<file path="src/rtl/core/sfd_pkg.sv">
// Shared types, event codes and the CRC-8 step for the serial frame deframer.
// No dependencies.
`timescale 1ns / 1ps

package sfd_pkg;

   localparam logic [1:0] EV_GOOD     = 2'd0;
   localparam logic [1:0] EV_CRC_FAIL = 2'd1;
   localparam logic [1:0] EV_LEN_REJ  = 2'd2;
   localparam logic [1:0] EV_OVERFLOW = 2'd3;

   localparam logic [7:0] CRC_POLY    = 8'hD5;
   localparam logic [7:0] MIN_LEN     = 8'd2;
   localparam logic [7:0] MAX_LEN_RST = 8'd62;

   // One entry of the front-to-back queue: what to emit and the totals to report.
   typedef struct packed {
      logic [1:0]  code;
      logic [6:0]  total;
      logic        bank;
      logic [31:0] good;
      logic [31:0] crc_fail;
      logic [31:0] len_rej;
      logic [31:0] ovf;
   } ev_type;

   // CRC-8, MSB first, no reflection, one byte.
   function automatic logic [7:0] crc8_update(input logic [7:0] crc, input logic [7:0] b);
      logic [7:0] c;
      c = crc ^ b;
      for (int i = 0; i < 8; i++) begin
         c = c[7] ? ((c << 1) ^ CRC_POLY) : (c << 1);
      end
      return c;
   endfunction

endpackage

</file>
<file path="src/rtl/core/sfd_ram.sv">
// Generic single-write, single-read RAM with registered read data.
// No dependencies.
`timescale 1ns / 1ps

module sfd_ram #(
   parameter int WIDTH = 8,
   parameter int DEPTH = 128,
   localparam int AW = $clog2(DEPTH)
) (
   input  logic             clock,
   input  logic             wr_en,
   input  logic [AW-1:0]    wr_addr,
   input  logic [WIDTH-1:0] wr_data,
   input  logic             rd_en,
   input  logic [AW-1:0]    rd_addr,
   output logic [WIDTH-1:0] rd_data
);

   logic [WIDTH-1:0] mem_ff [DEPTH];
   logic [WIDTH-1:0] rd_data_ff;

   always_ff @(posedge clock) begin
      if (wr_en) begin
         mem_ff[wr_addr] <= wr_data;
      end
      if (rd_en) begin
         rd_data_ff <= mem_ff[rd_addr];
      end
   end

   assign rd_data = rd_data_ff;

endmodule

</file>
<file path="src/rtl/core/sfd_front.sv">
// Front end: parses incoming bytes, runs the CRC, fills the frame banks,
// keeps the event totals and queues one event per finished frame or error. Uses sfd_pkg.
`timescale 1ns / 1ps

module sfd_front import sfd_pkg::*; #(
   parameter int BUF_DEPTH   = 64,
   parameter int COUNT_WIDTH = 32,
   localparam int IDX_W  = $clog2(BUF_DEPTH),
   localparam int FILL_W = $clog2(BUF_DEPTH + 1)
) (
   input  logic             clock,
   input  logic             reset,
   input  logic             csr_wr_en,
   input  logic [7:0]       csr_wr_data,
   input  logic             req_valid,
   output logic             req_ready,
   input  logic [7:0]       req_in_byte,
   input  logic             q_full,
   output logic             q_push,
   output ev_type           q_ev,
   input  logic [1:0]       bank_release,
   output logic             mem_wr_en,
   output logic [IDX_W:0]   mem_wr_addr,
   output logic [7:0]       mem_wr_data
);

   localparam logic [1:0] PH_ADDR = 2'd0;
   localparam logic [1:0] PH_LEN  = 2'd1;
   localparam logic [1:0] PH_BODY = 2'd2;

   logic [7:0]             max_len_ff;
   logic [1:0]             phase_ff, phase_in, eff_phase;
   logic [FILL_W-1:0]      fill_ff, fill_in, fill_nx;
   logic [7:0]             target_ff, target_in;
   logic [7:0]             crc_ff, crc_in;
   logic                   wbank_ff, wbank_in;
   logic [1:0]             busy_ff, busy_in, busy_set;
   logic [COUNT_WIDTH-1:0] good_ff, good_in;
   logic [COUNT_WIDTH-1:0] crcf_ff, crcf_in;
   logic [COUNT_WIDTH-1:0] lrej_ff, lrej_in;
   logic [COUNT_WIDTH-1:0] ovf_ff, ovf_in;
   logic [IDX_W-1:0]       wr_idx;
   logic                   accept;

   assign req_ready = !q_full && !busy_ff[wbank_ff];
   assign accept    = req_valid && req_ready;
   assign fill_nx   = fill_ff + 1'b1;

   always_comb begin
      phase_in  = phase_ff;
      fill_in   = fill_ff;
      target_in = target_ff;
      crc_in    = crc_ff;
      wbank_in  = wbank_ff;
      good_in   = good_ff;
      crcf_in   = crcf_ff;
      lrej_in   = lrej_ff;
      ovf_in    = ovf_ff;
      busy_set  = 2'b00;
      q_push    = 1'b0;
      q_ev      = '0;
      mem_wr_en = 1'b0;
      wr_idx    = '0;
      eff_phase = phase_ff;
      if (accept) begin
         // a full buffer drops the frame; the byte then starts a new one
         if (phase_ff == PH_BODY && fill_ff >= FILL_W'(BUF_DEPTH)) begin
            ovf_in    = ovf_ff + 1'b1;
            q_push    = 1'b1;
            q_ev.code = EV_OVERFLOW;
            eff_phase = PH_ADDR;
         end
         mem_wr_en = 1'b1;
         unique case (eff_phase)
            PH_LEN: begin
               wr_idx = IDX_W'(1);
               if (req_in_byte >= MIN_LEN && req_in_byte <= max_len_ff) begin
                  target_in = req_in_byte;
                  fill_in   = FILL_W'(2);
                  crc_in    = 8'd0;
                  phase_in  = PH_BODY;
               end else begin
                  lrej_in   = lrej_ff + 1'b1;
                  q_push    = 1'b1;
                  q_ev.code = EV_LEN_REJ;
                  phase_in  = PH_ADDR;
                  fill_in   = '0;
                  target_in = 8'd0;
                  crc_in    = 8'd0;
               end
            end
            PH_BODY: begin
               wr_idx  = fill_ff[IDX_W-1:0];
               fill_in = fill_nx;
               if (9'(fill_nx) == ({1'b0, target_ff} + 9'd2)) begin
                  q_push    = 1'b1;
                  phase_in  = PH_ADDR;
                  fill_in   = '0;
                  target_in = 8'd0;
                  crc_in    = 8'd0;
                  if (req_in_byte == crc_ff) begin
                     good_in            = good_ff + 1'b1;
                     q_ev.code          = EV_GOOD;
                     q_ev.total         = 7'(fill_nx);
                     q_ev.bank          = wbank_ff;
                     busy_set[wbank_ff] = 1'b1;
                     wbank_in           = !wbank_ff;
                  end else begin
                     crcf_in   = crcf_ff + 1'b1;
                     q_ev.code = EV_CRC_FAIL;
                  end
               end else begin
                  crc_in = crc8_update(crc_ff, req_in_byte);
               end
            end
            default: begin
               // address byte (unused phase code behaves the same)
               wr_idx    = '0;
               fill_in   = '0;
               target_in = 8'd0;
               crc_in    = 8'd0;
               phase_in  = PH_LEN;
            end
         endcase
         q_ev.good     = 32'(good_in);
         q_ev.crc_fail = 32'(crcf_in);
         q_ev.len_rej  = 32'(lrej_in);
         q_ev.ovf      = 32'(ovf_in);
      end
   end

   assign busy_in     = (busy_ff | busy_set) & ~bank_release;
   assign mem_wr_addr = {wbank_ff, wr_idx};
   assign mem_wr_data = req_in_byte;

   always_ff @(posedge clock) begin
      if (reset) begin
         max_len_ff <= MAX_LEN_RST;
         phase_ff   <= PH_ADDR;
         fill_ff    <= '0;
         target_ff  <= 8'd0;
         crc_ff     <= 8'd0;
         wbank_ff   <= 1'b0;
         busy_ff    <= 2'b00;
         good_ff    <= '0;
         crcf_ff    <= '0;
         lrej_ff    <= '0;
         ovf_ff     <= '0;
      end else begin
         if (csr_wr_en) begin
            max_len_ff <= csr_wr_data;
         end
         phase_ff  <= phase_in;
         fill_ff   <= fill_in;
         target_ff <= target_in;
         crc_ff    <= crc_in;
         wbank_ff  <= wbank_in;
         busy_ff   <= busy_in;
         good_ff   <= good_in;
         crcf_ff   <= crcf_in;
         lrej_ff   <= lrej_in;
         ovf_ff    <= ovf_in;
      end
   end

endmodule

</file>
<file path="src/rtl/core/sfd_evq.sv">
// Two-entry event queue between the front end and the readout.
// Uses sfd_pkg for the entry type.
`timescale 1ns / 1ps

module sfd_evq import sfd_pkg::*; (
   input  logic   clock,
   input  logic   reset,
   input  logic   push,
   input  ev_type push_ev,
   output logic   full,
   input  logic   pop,
   output logic   head_valid,
   output ev_type head_ev
);

   localparam int EVQ_DEPTH = 2;
   localparam int PTR_W     = $clog2(EVQ_DEPTH);
   localparam int CNT_W     = $clog2(EVQ_DEPTH + 1);

   ev_type           ent_ff [EVQ_DEPTH];
   logic [PTR_W-1:0] wr_ptr_ff, rd_ptr_ff;
   logic [CNT_W-1:0] cnt_ff, cnt_in;

   assign full       = (cnt_ff == CNT_W'(EVQ_DEPTH));
   assign head_valid = (cnt_ff != '0);
   assign head_ev    = ent_ff[rd_ptr_ff];

   always_comb begin
      cnt_in = cnt_ff;
      if (push && !pop) begin
         cnt_in = cnt_ff + 1'b1;
      end else if (pop && !push) begin
         cnt_in = cnt_ff - 1'b1;
      end
   end

   always_ff @(posedge clock) begin
      if (push) begin
         ent_ff[wr_ptr_ff] <= push_ev;
      end
   end

   always_ff @(posedge clock) begin
      if (reset) begin
         wr_ptr_ff <= '0;
         rd_ptr_ff <= '0;
         cnt_ff    <= '0;
      end else begin
         if (push) begin
            wr_ptr_ff <= wr_ptr_ff + 1'b1;
         end
         if (pop) begin
            rd_ptr_ff <= rd_ptr_ff + 1'b1;
         end
         cnt_ff <= cnt_in;
      end
   end

endmodule

</file>
<file path="src/rtl/core/sfd_back.sv">
// Readout: takes queued events, reads good frames out of their bank and
// drives the result register. Uses sfd_pkg.
`timescale 1ns / 1ps

module sfd_back import sfd_pkg::*; #(
   parameter int BUF_DEPTH = 64,
   localparam int IDX_W  = $clog2(BUF_DEPTH),
   localparam int FILL_W = $clog2(BUF_DEPTH + 1)
) (
   input  logic           clock,
   input  logic           reset,
   input  logic           q_valid,
   input  ev_type         q_ev,
   output logic           q_pop,
   output logic           rd_en,
   output logic [IDX_W:0] rd_addr,
   input  logic [7:0]     rd_data,
   output logic [1:0]     bank_release,
   output logic           rsp_valid,
   input  logic           rsp_ready,
   output logic [1:0]     rsp_event_res,
   output logic [7:0]     rsp_frame_byte,
   output logic [5:0]     rsp_byte_index,
   output logic           rsp_last,
   output logic [6:0]     rsp_frame_total,
   output logic [31:0]    rsp_good_count,
   output logic [31:0]    rsp_crc_fail_count,
   output logic [31:0]    rsp_len_reject_count,
   output logic [31:0]    rsp_overflow_count
);

   logic              pend_ff, pend_in;
   logic [IDX_W-1:0]  pend_idx_ff, pend_idx_in;
   logic              pend_last_ff, pend_last_in;
   logic [FILL_W-1:0] bk_idx_ff, bk_idx_in;
   logic              out_valid_ff, out_valid_in;
   logic              load;
   logic              out_free;
   logic [1:0]        ld_code;
   logic [7:0]        ld_byte;
   logic [5:0]        ld_index;
   logic              ld_last;
   logic [6:0]        ld_total;

   logic [1:0]  ev_ff;
   logic [7:0]  byte_ff;
   logic [5:0]  index_ff;
   logic        last_ff;
   logic [6:0]  total_ff;
   logic [31:0] good_ff, crcf_ff, lrej_ff, ovf_ff;

   assign out_free = !out_valid_ff || rsp_ready;

   always_comb begin
      pend_in      = 1'b0;
      pend_idx_in  = pend_idx_ff;
      pend_last_in = pend_last_ff;
      bk_idx_in    = bk_idx_ff;
      out_valid_in = out_valid_ff && !rsp_ready;
      load         = 1'b0;
      q_pop        = 1'b0;
      rd_en        = 1'b0;
      rd_addr      = {q_ev.bank, bk_idx_ff[IDX_W-1:0]};
      bank_release = 2'b00;
      ld_code      = EV_GOOD;
      ld_byte      = 8'd0;
      ld_index     = 6'd0;
      ld_last      = 1'b1;
      ld_total     = 7'd0;
      if (pend_ff) begin
         // read data is back; the result register was freed when it was issued
         load         = 1'b1;
         out_valid_in = 1'b1;
         ld_byte      = rd_data;
         ld_index     = 6'(pend_idx_ff);
         ld_last      = pend_last_ff;
         ld_total     = q_ev.total;
         if (pend_last_ff) begin
            q_pop                   = 1'b1;
            bank_release[q_ev.bank] = 1'b1;
            bk_idx_in               = '0;
         end
      end else if (q_valid && out_free) begin
         if (q_ev.code != EV_GOOD) begin
            load         = 1'b1;
            out_valid_in = 1'b1;
            ld_code      = q_ev.code;
            q_pop        = 1'b1;
         end else begin
            rd_en        = 1'b1;
            pend_in      = 1'b1;
            pend_idx_in  = bk_idx_ff[IDX_W-1:0];
            pend_last_in = (7'(bk_idx_ff) + 7'd1 == q_ev.total);
            bk_idx_in    = bk_idx_ff + 1'b1;
         end
      end
   end

   always_ff @(posedge clock) begin
      if (reset) begin
         pend_ff      <= 1'b0;
         bk_idx_ff    <= '0;
         out_valid_ff <= 1'b0;
      end else begin
         pend_ff      <= pend_in;
         bk_idx_ff    <= bk_idx_in;
         out_valid_ff <= out_valid_in;
      end
   end

   always_ff @(posedge clock) begin
      pend_idx_ff  <= pend_idx_in;
      pend_last_ff <= pend_last_in;
      if (load) begin
         ev_ff    <= ld_code;
         byte_ff  <= ld_byte;
         index_ff <= ld_index;
         last_ff  <= ld_last;
         total_ff <= ld_total;
         good_ff  <= q_ev.good;
         crcf_ff  <= q_ev.crc_fail;
         lrej_ff  <= q_ev.len_rej;
         ovf_ff   <= q_ev.ovf;
      end
   end

   assign rsp_valid            = out_valid_ff;
   assign rsp_event_res        = ev_ff;
   assign rsp_frame_byte       = byte_ff;
   assign rsp_byte_index       = index_ff;
   assign rsp_last             = last_ff;
   assign rsp_frame_total      = total_ff;
   assign rsp_good_count       = good_ff;
   assign rsp_crc_fail_count   = crcf_ff;
   assign rsp_len_reject_count = lrej_ff;
   assign rsp_overflow_count   = ovf_ff;

endmodule

</file>
<file path="src/rtl/core/serial_frame_deframer_crc8.sv">
// Serial frame deframer with CRC-8 check: top level.
// Uses sfd_pkg, sfd_front, sfd_evq, sfd_back and sfd_ram.
//
// req_*: one received byte per word (valid/ready). Frames are address,
//   length (2..max_len), then length bytes: type, payload, CRC-8 (0xD5).
// rsp_*: results (valid/ready). A good frame comes out byte by byte from
//   the address on, last set on its final byte; a length reject, CRC
//   failure or buffer overflow gives one status word. Totals ride along.
// csr_*: write-only max_len register, reset value 62.
// Input takes one byte per cycle while the event queue has room and the
//   bank being filled is not still being read out.
// A status word goes through the event queue and the result register;
//   a good frame's bytes go through the queue, the registered RAM read and
//   the result register. Readout issues one RAM read at a time, waiting for its data.
// Two frame banks let the next frame fill while the last one drains.
// Reset clears parser state, totals and queues; no RAM clearing pass.
// A stalled receiver holds the result register; input stalls only once
//   the queue fills or both banks hold unread frames.
`timescale 1ns / 1ps

module serial_frame_deframer_crc8 import sfd_pkg::*; #(
   parameter int BUF_DEPTH   = 64,
   parameter int COUNT_WIDTH = 32
) (
   input  logic        clock,
   input  logic        reset,
   input  logic        csr_wr_en,
   input  logic [7:0]  csr_wr_data,
   input  logic        req_valid,
   output logic        req_ready,
   input  logic [7:0]  req_in_byte,
   output logic        rsp_valid,
   input  logic        rsp_ready,
   output logic [1:0]  rsp_event_res,
   output logic [7:0]  rsp_frame_byte,
   output logic [5:0]  rsp_byte_index,
   output logic        rsp_last,
   output logic [6:0]  rsp_frame_total,
   output logic [31:0] rsp_good_count,
   output logic [31:0] rsp_crc_fail_count,
   output logic [31:0] rsp_len_reject_count,
   output logic [31:0] rsp_overflow_count
);

   localparam int IDX_W = $clog2(BUF_DEPTH);

   logic           q_full, q_push, q_pop, q_valid;
   ev_type         push_ev, head_ev;
   logic [1:0]     bank_release;
   logic           mem_wr_en, mem_rd_en;
   logic [IDX_W:0] mem_wr_addr, mem_rd_addr;
   logic [7:0]     mem_wr_data, mem_rd_data;

   sfd_front #(
      .BUF_DEPTH   (BUF_DEPTH),
      .COUNT_WIDTH (COUNT_WIDTH)
   ) u_front (
      .clock        (clock),
      .reset        (reset),
      .csr_wr_en    (csr_wr_en),
      .csr_wr_data  (csr_wr_data),
      .req_valid    (req_valid),
      .req_ready    (req_ready),
      .req_in_byte  (req_in_byte),
      .q_full       (q_full),
      .q_push       (q_push),
      .q_ev         (push_ev),
      .bank_release (bank_release),
      .mem_wr_en    (mem_wr_en),
      .mem_wr_addr  (mem_wr_addr),
      .mem_wr_data  (mem_wr_data)
   );

   sfd_evq u_evq (
      .clock      (clock),
      .reset      (reset),
      .push       (q_push),
      .push_ev    (push_ev),
      .full       (q_full),
      .pop        (q_pop),
      .head_valid (q_valid),
      .head_ev    (head_ev)
   );

   sfd_ram #(
      .WIDTH (8),
      .DEPTH (2 ** (IDX_W + 1))
   ) u_ram (
      .clock   (clock),
      .wr_en   (mem_wr_en),
      .wr_addr (mem_wr_addr),
      .wr_data (mem_wr_data),
      .rd_en   (mem_rd_en),
      .rd_addr (mem_rd_addr),
      .rd_data (mem_rd_data)
   );

   sfd_back #(
      .BUF_DEPTH (BUF_DEPTH)
   ) u_back (
      .clock                (clock),
      .reset                (reset),
      .q_valid              (q_valid),
      .q_ev                 (head_ev),
      .q_pop                (q_pop),
      .rd_en                (mem_rd_en),
      .rd_addr              (mem_rd_addr),
      .rd_data              (mem_rd_data),
      .bank_release         (bank_release),
      .rsp_valid            (rsp_valid),
      .rsp_ready            (rsp_ready),
      .rsp_event_res        (rsp_event_res),
      .rsp_frame_byte       (rsp_frame_byte),
      .rsp_byte_index       (rsp_byte_index),
      .rsp_last             (rsp_last),
      .rsp_frame_total      (rsp_frame_total),
      .rsp_good_count       (rsp_good_count),
      .rsp_crc_fail_count   (rsp_crc_fail_count),
      .rsp_len_reject_count (rsp_len_reject_count),
      .rsp_overflow_count   (rsp_overflow_count)
   );

endmodule

</file>
<file path="config.mk">
export PLATFORM = sky130hd
export DESIGN_NAME = serial_frame_deframer_crc8
export DESIGN_NICKNAME = d
export VERILOG_FILES = /design/src/rtl/core/sfd_pkg.sv /design/src/rtl/core/sfd_ram.sv /design/src/rtl/core/sfd_front.sv /design/src/rtl/core/sfd_evq.sv /design/src/rtl/core/sfd_back.sv /design/src/rtl/core/serial_frame_deframer_crc8.sv
export SDC_FILE = /design/constraint.sdc
export NUM_CORES = 2
export LEC_CHECK = 0
export ABC_AREA = 0
export BUFFER_PORTS_ARGS = -buffer_cell sky130_fd_sc_hd__clkbuf_2
export CAP_MARGIN = 20
export CORE_AREA = 3 3 368 370
export DETAILED_ROUTE_END_ITERATION = 10
export DIE_AREA = 0 0 371 373
export PLACE_DENSITY_LB_ADDON = 0.1
export SLEW_MARGIN = 40
export SYNTH_ARGS = -nofsm -noshare
export SYNTH_HDL_FRONTEND = slang
export SYNTH_SLANG_ARGS = --single-unit
</file>
<file path="constraint.sdc">
create_clock -name clock -period 28 [get_ports clock]
set_input_delay 5.6 -clock clock [delete_from_list [all_inputs] [get_ports clock]]
set_output_delay 5.6 -clock clock [all_outputs]
set_load 0.005 [all_outputs]
</file>
==> run summary <==
hold crit path type = flop to flop
Placer Congestion = 0.775
final hold vios = 0
layout cells sized above 1 = 0.237
Clock transition at path regs = 60 ps
#FFs+latches synth = 1,645
worst-path fanout max = 62
worst-margin pin slew = 865 ps
# resized after CTS = 0
area fraction of the dominant cell type after synthesis = 0.665
fmax = 110 MHz
vias in the first global route = 34,000
hold_buf cts = 0
Setup crit start kind = primary input
critical path's top delay family = simple AND/OR/NAND/NOR gates
Max Cap Viol = 0
mean post-synth cell area = 17.1 µm²
CTS H-Tree Depth = 4
first-pass GRT wire length = 220,000 µm
Placed Area = 0.0692 mm²
final setup fails = 0
Distinct cells, synth = 68
# IOs = 175
largest area contributor in the netlist = edfxtp_1
Worst setup EP type = flop
leak pwr = 23.3 nW
crit path max-delay cell type = nor4_1
CP Class = primary input to flop
# diodes = 0
Required @ worst endpoint = 28,400 ps
min-delay src = u_front.max_len_ff[5]
outcome = complete, no violations
crit path DAT = 9480 ps
hold worst-path end = u_front.max_len_ff[5]
worst reg2reg path depth = 8
post-route cell area = 0.0746 mm²
Top Registers = u_ram.mem_ff (1024), u_evq.ent_ff (276)
commonest non-fill, non-tap cell in the layout = edfxtp_1
Post-Synthesis Cells = 3,874
RSZ-0062 raised after global routing = false
Post-synth EDFFs = 1,467
nets@finish = 4,095
initial antenna violation count = 4
Reg-to-Reg End = u_ram.rd_data[0]
sequential fraction of the synthesis area = 0.719
clock sink total = 1,645
main flop type after synthesis = edfxtp_1
routed wire length = 147,000 µm
setup TNS = 0 ps
Worst path most repeated cell = buf_4
Worst Skew = 32.1 ps
Die Y = 373 µm
Slew Limit Fails = 0
vias per cell = 5.81
DIE AREA = 0.138 mm²
Async SR Flop Fraction = 0
met1 Use GR = 0.306
period utilization = 0.324
reg-to-reg slack, setup = 23,200 ps
CTS Root Cell = clkbuf_16
GRT Util Overall = 0.212
Hold WS = 487 ps
pin count of the biggest net entering global routing = 102
Most flops, register = u_ram.mem_ff
overall power = 5.54 mW
post-route ant nets = 0
TritonRoute pass-1 iters = 5
clock latency on the worst-skew pair = 790 ps
Fill cells = 10,200
most frequent cells in the layout = edfxtp_1 (1,467), mux4_2 (320), nor2_1 (303)
synth top area cells = edfxtp_1 (67%), mux4_2 (11%), dfxtp_1 (5.4%)
PD cells = 74.3 mW/mm²
Max IR drop VDD = 0.0000567 V
Final Critical Period = 9080 ps
Largest stage delay, worst path = 660 ps
wire length per cell = 24.6 µm
Hold Crit Depth = 2
TritonCTS Buffers = 169
final worst slack = 18,920 ps
CORE AREA = 0.133 mm²
Area Growth Syn to Fin = 12.7%
CTS tree = built
Longest Clk Path Bufs = 3
row count = 134
port bufs = 174
via count = 34,600
Initial Utilization = 0.498
post-placement setup slack = 17,940 ps
grt met2 use = 0.336
global route hottest layer = met2
drt drc = 0
Reg2Reg Launch Point = u_back.bk_idx_ff[0]
WP buf/inv = 4
hpwl dp = 88,500 µm
initial drt markers = 3,222
YS warnings = 0
Worst slew margin = 0.412
cells along the critical path = buf_4, buf_4, or4_1, nor4_1, nand2_1, and3_1, buf_4, o32a_1, a21oi_4, buf_6
grt ovf = 0
met3 Use GR = 0.0371
post-CTS setup buffer count = 0
Die Width = 371 µm
syn nets = 3,914
Mapped Area = 0.0662 mm²
max FFs per register = 1,024
## how the worst max path moves through the flow
stage                              start                   to  depth (start not counted)
final                     req_in_byte[4]  u_evq.ent_ff[0][74]                         10
after global routing      req_in_byte[4]  u_evq.ent_ff[0][73]                         10
after CTS                 req_in_byte[4]  u_evq.ent_ff[0][94]                         10
after detailed placement  req_in_byte[4]  u_evq.ent_ff[0][81]                         10
after global placement    req_in_byte[4]  u_evq.ent_ff[1][84]                         10
after floorplan           req_in_byte[4]   u_evq.ent_ff[1][0]                          6
## final cells by class
| class | count | area, µm² | area share |
|---|---|---|---|
| clock buffer | 216 | 4570 | 0.0613 |
| clock inverter | 95 | 808 | 0.0108 |
| inverter | 33 | 124 | 0.00166 |
| multi-input combinational | 1975 | 17800 | 0.239 |
| sequential | 1645 | 47600 | 0.638 |
| tap | 1768 | 2210 | 0.0296 |
| timing repair buffer | 231 | 1480 | 0.0198 |
## layer usage
layer / up-vias / part of all wire
li1: 15700 / -
met1: 17700 / 0.44
met2: 979 / 0.48
met4: 2 / 0.021
met3: 216 / 0.058
met5: - / 0.000089
## worst register-to-register path, delay by kind of cell (launching register included)
family / cells / cell delay, ps
AO/OA/AOI/OAI: 2 / 490
buffers and inverters: 3 / 1940
flip-flops: 1 / 800
multiplexers: 2 / 1160
AND/OR/NAND/NOR: 1 / 130
## cell usage after synthesis (all sizes together) (40+ instances only)
master / count
edfxtp: 1467
nand3: 74
dfxtp: 178
mux2: 139
or3: 98
buf: 55
a21oi: 159
or4: 46
nor3: 58
o21ai: 104
o31ai: 40
nand4: 49
xnor2: 109
nor2: 318
xor2: 57
clkbuf: 166
mux4: 320
nand2: 137
## through the flow
| stage | instances | utilization |
|---|---|---|
| floorplan | 3874 | - |
| global placement | 5646 | 0.519 |
| detailed placement | 5650 | 0.520 |
| CTS | 5961 | 0.561 |
| global route | 5963 | 0.561 |
| finish | 5963 | 0.561 |
## cell families after synthesis
logic type	synth area share
XOR/XNOR	0.0226
multiplexers	0.136
adder cells (fa/ha/maj)	0.00359
AO/OA/AOI/OAI	0.0341
AND/OR/NAND/NOR	0.0701
flip-flops	0.719
buffers and inverters	0.0148
## power by group
group	total (mW)	switching, mW	internal (mW)
registers	2.84	0.0430	2.80
clock network	2.18	0.919	1.27
logic	0.517	0.311	0.206
total	5.54	1.27	4.27
No activity file was read; power rests on OpenSTA's default activity.
